===== config.mk =====
export PLATFORM = sky130hd
export DESIGN_NAME = imu_weighted_moving_average
export DESIGN_NICKNAME = d
export VERILOG_FILES = /design/src/rtl/core/imuwma_pkg.sv /design/src/rtl/core/imu_weighted_moving_average.sv /design/src/rtl/core/imuwma_ram.sv /design/src/rtl/core/imuwma_ctrl.sv /design/src/rtl/core/imuwma_dp.sv
export SDC_FILE = /design/constraint.sdc
export NUM_CORES = 2
export LEC_CHECK = 0
export BUFFER_PORTS_ARGS = -buffer_cell sky130_fd_sc_hd__buf_2
export CORE_UTILIZATION = 64
export CTS_CLUSTER_SIZE = 20
export DETAILED_ROUTE_END_ITERATION = 7
export GPL_TIMING_DRIVEN = 0
export PLACE_DENSITY = 0.87
export SLEW_MARGIN = 20
export SYNTH_ARGS = -nofsm -noshare
export SYNTH_HDL_FRONTEND = slang
export SYNTH_HIERARCHICAL = 1
export SYNTH_SLANG_ARGS = --single-unit

===== constraint.sdc =====
create_clock -name clock -period 19.05 [get_ports clock]
set_input_delay 0.9525 -clock clock [delete_from_list [all_inputs] [get_ports clock]]
set_output_delay 0.9525 -clock clock [all_outputs]
set_load 0.01 [all_outputs]

===== src/rtl/core/imuwma_pkg.sv =====
`timescale 1ns / 1ps
// shared types, constants and helper functions for the imu weighted moving average
package imuwma_pkg;

   localparam int WINDOW_LEN_DEF = 7;
   localparam int NUM_AXES       = 6;
   localparam int AXIS_W         = 16;
   localparam int SAMPLE_W       = NUM_AXES * AXIS_W;
   localparam int OP_W           = 2;
   localparam int DEADBAND_W     = 15;

   localparam logic [DEADBAND_W-1:0] DEADBAND_RESET = 15'd143;

   // first rate axis inside a sample
   localparam int RATE_AXIS_0 = 3;

   typedef enum logic [OP_W-1:0] {
      OP_PUSH  = 2'd0,
      OP_PEEK  = 2'd1,
      OP_CLEAR = 2'd2
   } opcode_type;

   typedef enum logic [2:0] {
      ST_IDLE,
      ST_DECODE,
      ST_RD,
      ST_ACC,
      ST_DIVLD,
      ST_DIV,
      ST_OUT
   } state_type;

   // controller to datapath commands
   typedef struct packed {
      logic load_in;
      logic acc_init;
      logic acc_step;
      logic div_load;
      logic div_step;
      logic ram_re;
      logic ram_we;
      logic load_out;
      logic filt;
      logic apply_db;
   } cmd_type;

   // sum of weights 1..n
   function automatic int weight_sum(input int n);
      return n * (n + 1) / 2;
   endfunction

   // bits for the magnitude of the weighted sum of 16-bit samples
   function automatic int mag_width(input int n);
      return 15 + $clog2(weight_sum(n) + 1);
   endfunction

endpackage


===== src/rtl/core/imu_weighted_moving_average.sv =====
`timescale 1ns / 1ps
// top level of the seven-tap linearly weighted moving average for six-axis imu samples
//
//  channel | dir | handshake               | payload
//  --------+-----+-------------------------+----------------------------------------------
//  req     | in  | req_tvalid / req_tready | tdata: 6 x 16 b sample, tuser: opcode
//  rsp     | out | rsp_tvalid / rsp_tready | tdata: 6 x 16 b result, tuser: smoothed
//  csr     | in  | csr_we                  | csr_wdata: rate deadband, Q3.12
//
//  a pass-through transaction runs idle, decode and result; a clear or unused opcode runs
//    idle and decode only; a filtered one adds one window ram read and one accumulate per
//    tap, then magnitude, reciprocal divide and result load
//  reset (synchronous): window empty, deadband 143; window ram is not cleared, an
//    entry is always written before it is read
//  the result register parts the two sides: a new transaction is taken while the previous
//    result waits; a finished result waits in the controller until the register is free
module imu_weighted_moving_average #(
   parameter int WINDOW_LEN = imuwma_pkg::WINDOW_LEN_DEF
) (
   input  logic                              clock,
   input  logic                              reset,
   // input transaction
   input  logic                              req_tvalid,
   output logic                              req_tready,
   // accel_x, accel_y, accel_z, rate_x, rate_y, rate_z (16 b each, lowest first)
   input  logic [imuwma_pkg::SAMPLE_W-1:0]   req_tdata,
   // opcode: 0 push, 1 peek, 2 clear
   input  logic [imuwma_pkg::OP_W-1:0]       req_tuser,
   // result transaction
   output logic                              rsp_tvalid,
   input  logic                              rsp_tready,
   // out_accel_x, out_accel_y, out_accel_z, out_rate_x, out_rate_y, out_rate_z
   output logic [imuwma_pkg::SAMPLE_W-1:0]   rsp_tdata,
   // smoothed
   output logic                              rsp_tuser,
   // rate deadband register
   input  logic                              csr_we,
   input  logic [imuwma_pkg::DEADBAND_W-1:0] csr_wdata
);
   import imuwma_pkg::*;

   localparam int AW = $clog2(WINDOW_LEN);

   cmd_type       cmd;
   logic [AW-1:0] wr_addr;
   logic [AW-1:0] rd_addr;
   logic [AW-1:0] tap;

   // sequencing, fill count, window head, result valid
   imuwma_ctrl #(
      .WINDOW_LEN (WINDOW_LEN)
   ) u_ctrl (
      .clock      (clock),
      .reset      (reset),
      .req_tvalid (req_tvalid),
      .req_tready (req_tready),
      .req_op     (req_tuser),
      .rsp_tvalid (rsp_tvalid),
      .rsp_tready (rsp_tready),
      .cmd        (cmd),
      .wr_addr    (wr_addr),
      .rd_addr    (rd_addr),
      .tap        (tap)
   );

   // window ram, accumulators, divider, deadband and result payload
   imuwma_dp #(
      .WINDOW_LEN (WINDOW_LEN)
   ) u_dp (
      .clock     (clock),
      .reset     (reset),
      .cmd       (cmd),
      .wr_addr   (wr_addr),
      .rd_addr   (rd_addr),
      .tap       (tap),
      .csr_we    (csr_we),
      .csr_wdata (csr_wdata),
      .req_tdata (req_tdata),
      .rsp_tdata (rsp_tdata),
      .rsp_tuser (rsp_tuser)
   );

endmodule


===== src/rtl/core/imuwma_ram.sv =====
`timescale 1ns / 1ps
// generic one-write one-read ram with registered read data
module imuwma_ram #(
   parameter int WIDTH = 8,
   parameter int DEPTH = 8
) (
   input  logic                     clock,
   input  logic                     wr_en,
   input  logic [$clog2(DEPTH)-1:0] wr_addr,
   input  logic [WIDTH-1:0]         wr_data,
   input  logic                     rd_en,
   input  logic [$clog2(DEPTH)-1:0] rd_addr,
   output logic [WIDTH-1:0]         rd_data
);

   logic [WIDTH-1:0] mem_ff [DEPTH];
   logic [WIDTH-1:0] rd_data_ff;

   always_ff @(posedge clock) begin
      if (wr_en) begin
         mem_ff[wr_addr] <= wr_data;
      end
      if (rd_en) begin
         rd_data_ff <= mem_ff[rd_addr];
      end
   end

   assign rd_data = rd_data_ff;

endmodule


===== src/rtl/core/imuwma_ctrl.sv =====
`timescale 1ns / 1ps
// controller: sequencing, window bookkeeping and result handshake
module imuwma_ctrl #(
   parameter int WINDOW_LEN = 7
) (
   input  logic                          clock,
   input  logic                          reset,
   input  logic                          req_tvalid,
   output logic                          req_tready,
   input  logic [imuwma_pkg::OP_W-1:0]   req_op,
   output logic                          rsp_tvalid,
   input  logic                          rsp_tready,
   output imuwma_pkg::cmd_type           cmd,
   output logic [$clog2(WINDOW_LEN)-1:0] wr_addr,
   output logic [$clog2(WINDOW_LEN)-1:0] rd_addr,
   output logic [$clog2(WINDOW_LEN)-1:0] tap
);
   import imuwma_pkg::*;

   localparam int AW    = $clog2(WINDOW_LEN);
   localparam int FW    = $clog2(WINDOW_LEN + 1);

   localparam logic [AW-1:0] LAST_IDX  = AW'(WINDOW_LEN - 1);
   localparam logic [FW-1:0] FULL_CNT  = FW'(WINDOW_LEN);

   state_type       state_ff, state_in;
   logic [OP_W-1:0] op_ff, op_in;
   logic [FW-1:0]   fill_ff, fill_in;
   logic [AW-1:0]   head_ff, head_in;
   logic [AW-1:0]   ptr_ff, ptr_in;
   logic [AW-1:0]   tap_ff, tap_in;
   logic            filt_ff, filt_in;
   logic            rsp_valid_ff, rsp_valid_in;
   logic            full;
   logic            out_free;

   function automatic logic [AW-1:0] next_idx(input logic [AW-1:0] p);
      return (p == LAST_IDX) ? '0 : p + AW'(1);
   endfunction

   assign full     = (fill_ff == FULL_CNT);
   assign out_free = !rsp_valid_ff || rsp_tready;

   // next state
   always_comb begin
      state_in = state_ff;
      unique case (state_ff)
         ST_IDLE: begin
            if (req_tvalid) state_in = ST_DECODE;
         end
         ST_DECODE: begin
            unique case (op_ff) inside
               OP_PUSH, OP_PEEK: state_in = full ? ST_RD : ST_OUT;
               default:          state_in = ST_IDLE;
            endcase
         end
         ST_RD:    state_in = ST_ACC;
         ST_ACC:   state_in = (tap_ff == LAST_IDX) ? ST_DIVLD : ST_RD;
         ST_DIVLD: state_in = ST_DIV;
         ST_DIV:   state_in = ST_OUT;
         ST_OUT: begin
            if (out_free) state_in = ST_IDLE;
         end
         default:  state_in = ST_IDLE;
      endcase
   end

   // outputs
   always_comb begin
      cmd          = '0;
      cmd.filt     = filt_ff;
      cmd.apply_db = (op_ff == OP_PUSH);
      req_tready   = 1'b0;
      unique case (state_ff)
         ST_IDLE: begin
            req_tready  = 1'b1;
            cmd.load_in = req_tvalid;
         end
         ST_DECODE: cmd.acc_init = 1'b1;
         ST_RD:     cmd.ram_re   = 1'b1;
         ST_ACC:    cmd.acc_step = 1'b1;
         ST_DIVLD:  cmd.div_load = 1'b1;
         ST_DIV:    cmd.div_step = 1'b1;
         ST_OUT: begin
            cmd.load_out = out_free;
            cmd.ram_we   = out_free && (op_ff == OP_PUSH);
         end
         default: ;
      endcase
   end

   assign wr_addr    = filt_ff ? head_ff : fill_ff[AW-1:0];
   assign rd_addr    = ptr_ff;
   assign tap        = tap_ff;
   assign rsp_tvalid = rsp_valid_ff;

   // window pointers, counters and result valid
   always_comb begin
      op_in        = op_ff;
      fill_in      = fill_ff;
      head_in      = head_ff;
      ptr_in       = ptr_ff;
      tap_in       = tap_ff;
      filt_in      = filt_ff;
      rsp_valid_in = rsp_valid_ff;
      if (rsp_tready) rsp_valid_in = 1'b0;
      case (state_ff)
         ST_IDLE: begin
            if (req_tvalid) op_in = req_op;
         end
         ST_DECODE: begin
            filt_in = full;
            ptr_in  = next_idx(head_ff);
            tap_in  = AW'(1);
            if (op_ff == OP_CLEAR) begin
               fill_in = '0;
               head_in = '0;
            end
         end
         ST_ACC: begin
            tap_in = tap_ff + AW'(1);
            ptr_in = next_idx(ptr_ff);
         end
         ST_OUT: begin
            if (out_free) begin
               rsp_valid_in = 1'b1;
               if (op_ff == OP_PUSH) begin
                  if (filt_ff) head_in = next_idx(head_ff);
                  else         fill_in = fill_ff + FW'(1);
               end
            end
         end
         default: ;
      endcase
   end

   always_ff @(posedge clock) begin
      if (reset) begin
         state_ff     <= ST_IDLE;
         fill_ff      <= '0;
         head_ff      <= '0;
         rsp_valid_ff <= 1'b0;
         filt_ff      <= 1'b0;
         op_ff        <= '0;
      end else begin
         state_ff     <= state_in;
         fill_ff      <= fill_in;
         head_ff      <= head_in;
         rsp_valid_ff <= rsp_valid_in;
         filt_ff      <= filt_in;
         op_ff        <= op_in;
      end
   end

   always_ff @(posedge clock) begin
      ptr_ff <= ptr_in;
      tap_ff <= tap_in;
   end

   a_fill_range: assert property (@(posedge clock) disable iff (reset)
      fill_ff <= FULL_CNT)
      else $error("window count beyond window length");

   a_head_full: assert property (@(posedge clock) disable iff (reset)
      head_ff != '0 |-> full)
      else $error("window head moved before the window was full");

   a_read_full: assert property (@(posedge clock) disable iff (reset)
      state_ff == ST_RD |-> full && tap_ff != '0)
      else $error("tap read with a partial window or the oldest tap");

   a_out_free: assert property (@(posedge clock) disable iff (reset)
      cmd.load_out |-> !rsp_valid_ff || rsp_tready)
      else $error("result register overwritten before it was taken");

endmodule


===== src/rtl/core/imuwma_dp.sv =====
`timescale 1ns / 1ps
// datapath: sample window ram, weighted accumulators, reciprocal divider, result register
module imuwma_dp #(
   parameter int WINDOW_LEN = 7
) (
   input  logic                                clock,
   input  logic                                reset,
   input  imuwma_pkg::cmd_type                 cmd,
   input  logic [$clog2(WINDOW_LEN)-1:0]       wr_addr,
   input  logic [$clog2(WINDOW_LEN)-1:0]       rd_addr,
   input  logic [$clog2(WINDOW_LEN)-1:0]       tap,
   input  logic                                csr_we,
   input  logic [imuwma_pkg::DEADBAND_W-1:0]   csr_wdata,
   input  logic [imuwma_pkg::SAMPLE_W-1:0]     req_tdata,
   output logic [imuwma_pkg::SAMPLE_W-1:0]     rsp_tdata,
   output logic                                rsp_tuser
);
   import imuwma_pkg::*;

   localparam int TW       = $clog2(WINDOW_LEN);
   localparam int WSUM     = weight_sum(WINDOW_LEN);
   localparam int MAG_W    = mag_width(WINDOW_LEN);
   localparam int ACC_W    = MAG_W + 1;
   localparam int RW       = $clog2(WSUM);
   localparam int NW       = $clog2(WINDOW_LEN + 1) + 1;
   localparam int PI_W     = AXIS_W + NW;
   localparam int PT_W     = AXIS_W + TW + 1;
   // reciprocal of the weight sum, exact for every magnitude below 2**MAG_W
   localparam int RECIP_SH = MAG_W + RW;
   localparam int M_W      = MAG_W + 2;
   localparam int PROD_W   = MAG_W + M_W;
   localparam longint RECIP_L =
      ((longint'(1) << RECIP_SH) + longint'(WSUM) - longint'(1)) / longint'(WSUM);

   localparam logic signed [NW-1:0] NEWEST_WT = NW'(WINDOW_LEN);
   localparam logic [M_W-1:0]       RECIP     = M_W'(RECIP_L);

   logic [SAMPLE_W-1:0]          in_ff;
   logic [SAMPLE_W-1:0]          rd_data;
   logic [DEADBAND_W-1:0]        db_ff;
   logic signed [ACC_W-1:0]      acc_ff  [NUM_AXES];
   logic signed [ACC_W-1:0]      acc_in  [NUM_AXES];
   logic [MAG_W-1:0]             mag_ff  [NUM_AXES];
   logic [MAG_W-1:0]             mag_in  [NUM_AXES];
   logic [NUM_AXES-1:0]          neg_ff, neg_in;
   logic [SAMPLE_W-1:0]          filt_res;
   logic [SAMPLE_W-1:0]          out_data_ff;
   logic                         out_filt_ff;

   imuwma_ram #(
      .WIDTH (SAMPLE_W),
      .DEPTH (WINDOW_LEN)
   ) u_window (
      .clock   (clock),
      .wr_en   (cmd.ram_we),
      .wr_addr (wr_addr),
      .wr_data (in_ff),
      .rd_en   (cmd.ram_re),
      .rd_addr (rd_addr),
      .rd_data (rd_data)
   );

   // weighted sum, one window tap per step, all axes side by side
   always_comb begin
      logic signed [AXIS_W-1:0] fresh;
      logic signed [AXIS_W-1:0] stored;
      logic signed [PI_W-1:0]   prod_init;
      logic signed [PT_W-1:0]   prod_tap;
      for (int a = 0; a < NUM_AXES; a++) begin
         fresh     = in_ff[a*AXIS_W +: AXIS_W];
         stored    = rd_data[a*AXIS_W +: AXIS_W];
         prod_init = fresh * NEWEST_WT;
         prod_tap  = stored * $signed({1'b0, tap});
         if (cmd.acc_init)      acc_in[a] = ACC_W'(prod_init);
         else if (cmd.acc_step) acc_in[a] = acc_ff[a] + ACC_W'(prod_tap);
         else                   acc_in[a] = acc_ff[a];
      end
   end

   // magnitude and sign, then divide by the weight sum with one reciprocal multiply
   always_comb begin
      logic [PROD_W-1:0] prod;
      for (int a = 0; a < NUM_AXES; a++) begin
         prod      = PROD_W'(mag_ff[a]) * PROD_W'(RECIP);
         mag_in[a] = mag_ff[a];
         neg_in[a] = neg_ff[a];
         if (cmd.div_load) begin
            neg_in[a] = acc_ff[a][ACC_W-1];
            mag_in[a] = acc_ff[a][ACC_W-1] ? MAG_W'(-acc_ff[a]) : MAG_W'(acc_ff[a]);
         end else if (cmd.div_step) begin
            mag_in[a] = MAG_W'(prod >> RECIP_SH);
         end
      end
   end

   // sign restore and, on a push, rate deadband
   always_comb begin
      logic [AXIS_W-1:0] q;
      logic              in_band;
      for (int a = 0; a < NUM_AXES; a++) begin
         q       = mag_ff[a][AXIS_W-1:0];
         in_band = (mag_ff[a] < MAG_W'(db_ff));
         if (a >= RATE_AXIS_0 && cmd.apply_db && in_band) begin
            filt_res[a*AXIS_W +: AXIS_W] = '0;
         end else begin
            filt_res[a*AXIS_W +: AXIS_W] = neg_ff[a] ? (AXIS_W'(0) - q) : q;
         end
      end
   end

   always_ff @(posedge clock) begin
      if (reset) begin
         db_ff <= DEADBAND_RESET;
      end else if (csr_we) begin
         db_ff <= csr_wdata;
      end
   end

   always_ff @(posedge clock) begin
      if (cmd.load_in) in_ff <= req_tdata;
      for (int a = 0; a < NUM_AXES; a++) begin
         acc_ff[a] <= acc_in[a];
         mag_ff[a] <= mag_in[a];
      end
      neg_ff <= neg_in;
      if (cmd.load_out) begin
         out_data_ff <= cmd.filt ? filt_res : in_ff;
         out_filt_ff <= cmd.filt;
      end
   end

   assign rsp_tdata = out_data_ff;
   assign rsp_tuser = out_filt_ff;

endmodule

==> Word level (Yosys, flattened, before mapping) <==
Memories as Yosys holds them, arrays and structs flattened. A register that Yosys moved wholly into a read port is not among the register bits.
Cells that the tools add are included.
{ "classes": {"n_eq_ne": 18, "magnitude_cmp": 3, "mux": 73, "n_reduce_logical": 15, "n_mul": 18, "addsub": 22} }
{ "ops": {"columns": ["operator", "n"], "rows": [
  ["2-to-1 mux 20 bit", 18],
  ["2-to-1 mux 21 bit", 12],
  ["multiplier 20 x 21 -> 41 bit (second input constant)", 6],
  ["2-to-1 mux 16 bit", 9],
  ["adder 21 x 20 -> 21 bit", 6],
  ["multiplier 16 x 4 -> 20 bit", 6],
  ["multiplier 16 x 4 -> 20 bit (second input constant)", 6],
  ["negator 20 bit", 6],
  ["2-to-1 mux 96 bit", 1],
  ["subtractor 1 x 16 -> 16 bit (first input constant)", 6],
  ["less-than comparator 20 x 15 -> 1 bit", 3],
  ["2-to-1 mux 3 bit", 15],
  ["case mux 3 bit (2 select lines)", 4],
  ["equality test 3 bit (second input constant)", 7],
  ["case mux 3 bit (7 select lines)", 1],
  ["adder 3 x 1 -> 3 bit (second input constant)", 4],
  ["2-to-1 mux 1 bit", 12],
  ["AND reduction 5 bit", 2],
  ["equality test 3 x 2 -> 1 bit (second input constant)", 2],
  ["inequality test 2 x 1 -> 1 bit (second input constant)", 3],
  ["inequality test 2 bit (second input constant)", 3],
  ["logical AND 1 bit", 4],
  ["AND reduction 2 bit", 2],
  ["nonzero test 2 bit", 2],
  ["other kinds (9)", 9]
]} }
{ "totals": {"mem_bits_rw": 918, "output_inout_bits": 99, "n_memories": 3, "reg_bits": 233, "in_bits": 118, "wordCells": 165} }
{ "mem_list": {"columns": ["memory", "depth", "width", "rd", "rd_ports_with_merged_regs", "write_ports", "line", "text"], "rows": [
  ["u_dp.u_window.mem_ff", 7, 96, 1, 1, 1, "imuwma_ram.sv:16", "logic [WIDTH-1:0] mem_ff [DEPTH];"],
  ["u_dp.acc_ff", 6, 21, 6, 0, 6, "imuwma_dp.sv:41", "logic signed [ACC_W-1:0] acc_ff [NUM_AXES];"],
  ["u_dp.mag_ff", 6, 20, 6, 0, 6, "imuwma_dp.sv:43", "logic [MAG_W-1:0] mag_ff [NUM_AXES];"]
]} }

==> Depth between registers and ports, before layout <==
{ "depth": {"depth_word": 6, "depth_mapped": 22, "mapped_depth_nobuf": 22} }

==> Cells and area by module <==
The synthesis kept the hierarchy.
{ "by_module_without_submodules": {"columns": ["mod", "cells_each", "instances", "area_each_um2", "seq_area_each_um2"], "rows": [
  ["imuwma_dp", 7445, 1, 71747.6, 13663.1],
  ["imuwma_ram", 1445, 1, 29388.2, 23062.1],
  ["imuwma_ctrl", 114, 1, 1088.5, 440.4]
]} }

==> Least setup slack after synthesis <==
Ideal clock, no wire load.
{ "synth_path": {"path_type": "input port to flip-flop", "start": "input port rsp_tready", "end": "memory u_dp/u_window/mem_ff[0][0] in the netlist's numbering (enable)", "arrival_ns": 7.934, "cell_stages": 5, "setup_time_ns": 0.669, "path_buffers": 1, "t_required_ns": 18.381, "slack_ns": 10.448, "cell_sequence": "or2b_1 -> and3_1 -> buf_6 -> nand2b_1 -> nor3_1"} }
{ "synth_lines": {"columns": ["element", "line", "text"], "rows": [
  ["start: declaration", "imu_weighted_moving_average.sv:31", "input logic rsp_tready,"],
  ["end: declaration", "imuwma_ram.sv:16", null]
]} }

==> run metrics <==
HP Class=input pin to flip-flop; die area=about 160000 um2; async set or reset register ratio after synthesis=0; Starting Density=0.645; Port-buffer cells=215; cts hold-fix bufs=0; WL/cell=24.0 um; area leader, netlist=edfxtp_1; EDFF count, synth=1219; largest net degree at the start of global routing=54; vias in the first global route=74100; die width=402 um; H-tree level count=4; Yosys warning count=6; Final GP Congestion=1.00; Core Region=158000 um2; placed cell areas=107000 um2; multiplexer area fraction after synthesis=0.0392; synth-to-layout area growth=9.24%; Tcrit/Tclk final=0.373; DRT Pass-1 Iters=6; crit path kind=flip-flop to flip-flop; run status=finished, final reports clean; Max transition margin=0.191; Longest Clk Path Bufs=3; Worst Path Max Fanout=8; DRC viols=0; syn avg cell area=11.4 um2; commonest non-fill, non-tap cell in the layout=inv_1; Final Hold Fails=0; Post-Synth Adder-Cell Area=0.318; Worst-Margin Slew=1.21 ns; Clk Latency, worst-skew pair=roughly 0.82 ns; share of layout cells above drive strength 1=0.0863; Critical Path Start Type=flip-flop; Synthesized Nets=11300; TritonCTS clock tree=yes; Detailed Route WL=between 200000 and 300000 um; initial antenna violation count=26; Reg clk slew, reported paths=0.07 ns; setup violators final=0; synth unique cells=between 90 and 100; drt initial violations=7509; vias after detailed routing=roughly 72000; IO Count=approximately 220; die height=402 um; post-route setup slack=11.95 ns; Syn Inst Count=9004; WP data arrival=roughly 7.6 ns; Fin Setup TNS=0 ns; Worst setup EP type=flip-flop; Req. time, crit path=19.58 ns; post-synthesis sequential area ratio=0.364; clk_skew=roughly 0.05 ns; XOR/XNOR Fraction of Synth Area=0.0406; Nets=11700; Post-DRT Antenna Nets=0; GRT overflow=0; fill count=10500; final core occ=0.705; area share of and/or/nand/nor cells after synthesis=0.0711; Synth area leaders=edfxtp_1, ha_1, fa_1; Finished Cell Area=112000 um2; maxcap violations=0; combinational family with the most area after synthesis=adder cells; first-pass GRT wire length=~420000 um; Post-CTS Resized=0; post-synthesis compound-gate area fraction=0.100; total track usage=0.346; Mapped Area=102000 um2; Root Driver=clkbuf_16; Rows=146; setup slack at placement=between 10 and 15 ns; postcts setup bufs=0; Synth Register Bits=1247; Via density=6.18; most frequent cells in the layout=inv_1, ha_1, edfxtp_1; top cell type's share of synthesized area=0.358; RSZ-0062 raised after global routing=no; fmax=0.141 GHz; minimum clock period=7.10 ns; post-detail-place hpwl=218000 um; CTS sink count=1247; cts bufs inserted=133; most used flip-flop cell after synthesis=edfxtp_1; Final Max Slew Viols=0
==> flip-flops by register name (all words and copies together) (netlist names), 6 cells and up <==
register and cells:
u_dp/in_ff 96, u_dp/u_window/rd_data 96, u_dp/neg_ff 6, u_dp/rsp_tdata 96, u_dp/db_ff 15, u_dp/acc_ff 126
u_dp/mag_ff 120, u_dp/u_window/mem_ff 672
==> cell families after synthesis <==
family                   Yosys count
AO/OA/AOI/OAI                   1494
XOR/XNOR                         474
adder cells (fa/ha/maj)         2166
buffers and inverters           1787
flip-flops                      1247
multiplexers                     370
AND/OR/NAND/NOR                 1466
==> critical path, stage by stage, from the launching register on <==
cell	delay [ns]
edfxtp_1	0.60
ha_1	0.54
inv_1	0.11
fa_1	0.49
inv_1	0.06
fa_1	0.45
fa_1	0.51
inv_1	0.05
fa_1	0.51
inv_1	0.05
ha_1	0.28
ha_1	0.35
nand4_1	0.14
or2_2	0.33
o41ai_1	0.63
o21ai_0	0.32
a31oi_1	0.65
a211oi_1	0.22
o21bai_1	0.21
xnor2_1	0.21
o21ai_0	0.14
==> metal layers <==
layer,GRT usage,routed length [um],vias to the layer above
li1,-,-,32100
met1,0.451,108000,35300
met2,0.542,125000,3656
met3,0.0787,29900,747
met4,0.177,15700,14
met5,0,90,-
==> synth_stat cells (19+ instances only) <==
cell,count
and3_1,33
nand2_1,451
o21bai_1,60
o31ai_1,57
nand4_1,34
dfxtp_1,28
mux2i_1,247
or4_1,25
xor2_1,184
nand3_1,83
a31oi_1,33
a211oi_1,45
nor2_1,276
ha_1,1446
fa_1,720
a21oi_1,327
o21ai_0,376
buf_2,41
inv_1,1563
o211ai_2,40
nand2b_1,133
xnor2_1,290
nor2b_1,34
o221ai_2,41
o211ai_1,76
a21o_1,180
clkbuf_1,149
and2_1,212
a2111oi_0,19
o21a_1,41
o41ai_1,28
or3_1,31
mux2_2,83
o221ai_1,57
edfxtp_1,1219
nor3_1,88
mux2_4,40
==> metrics by stage <==
step | hold WS [ns] | cells
after global routing | 0.281 | 11600
final | 0.317 | 11600
after floorplan | 0.460 | 9004
after detailed placement | 0.483 | 11400
after global placement | 0.476 | 11300
after CTS | 0.266 | 11600
==> layout make-up <==
| cell class | instances | area, um2 | area share |
|---|---|---|---|
| clock buffers | 152 | 3420 | 0.0306 |
| well taps | 2072 | 2590 | 0.0232 |
| clock inverters | 91 | 1130 | 0.0101 |
| inverters | 1565 | 5870 | 0.0526 |
| diodes | 8 | 20.0 | 0.000179 |
| multi-input cells | 5970 | 58300 | 0.522 |
| plain buffers | 222 | 1040 | 0.00934 |
| repair buffers | 289 | 2160 | 0.0193 |
| flip-flops and latches | 1247 | 37200 | 0.333 |
==> worst paths after layout <==
path / slack [ns] / cells after the start / start / endpoint
worst max-delay path: 11.95 / 20 / u_dp/mag_ff[3][10]$_DFFE_PP_ / u_dp/mag_ff[3][13]$_DFFE_PP_
worst min-delay path: 0.32 / 1 / req_tdata[90] / u_dp/in_ff[90]$_DFFE_PP_
worst min register to register: 0.50 / 2 / u_dp/db_ff[14]$_SDFFE_PP0P_ / u_dp/db_ff[14]$_SDFFE_PP0P_
worst max register to register: 11.95 / 20 / u_dp/mag_ff[3][10]$_DFFE_PP_ / u_dp/mag_ff[3][13]$_DFFE_PP_
Power is not shown: default switching activity piles up to over one toggle a cycle in this logic, so the estimate is an artifact.
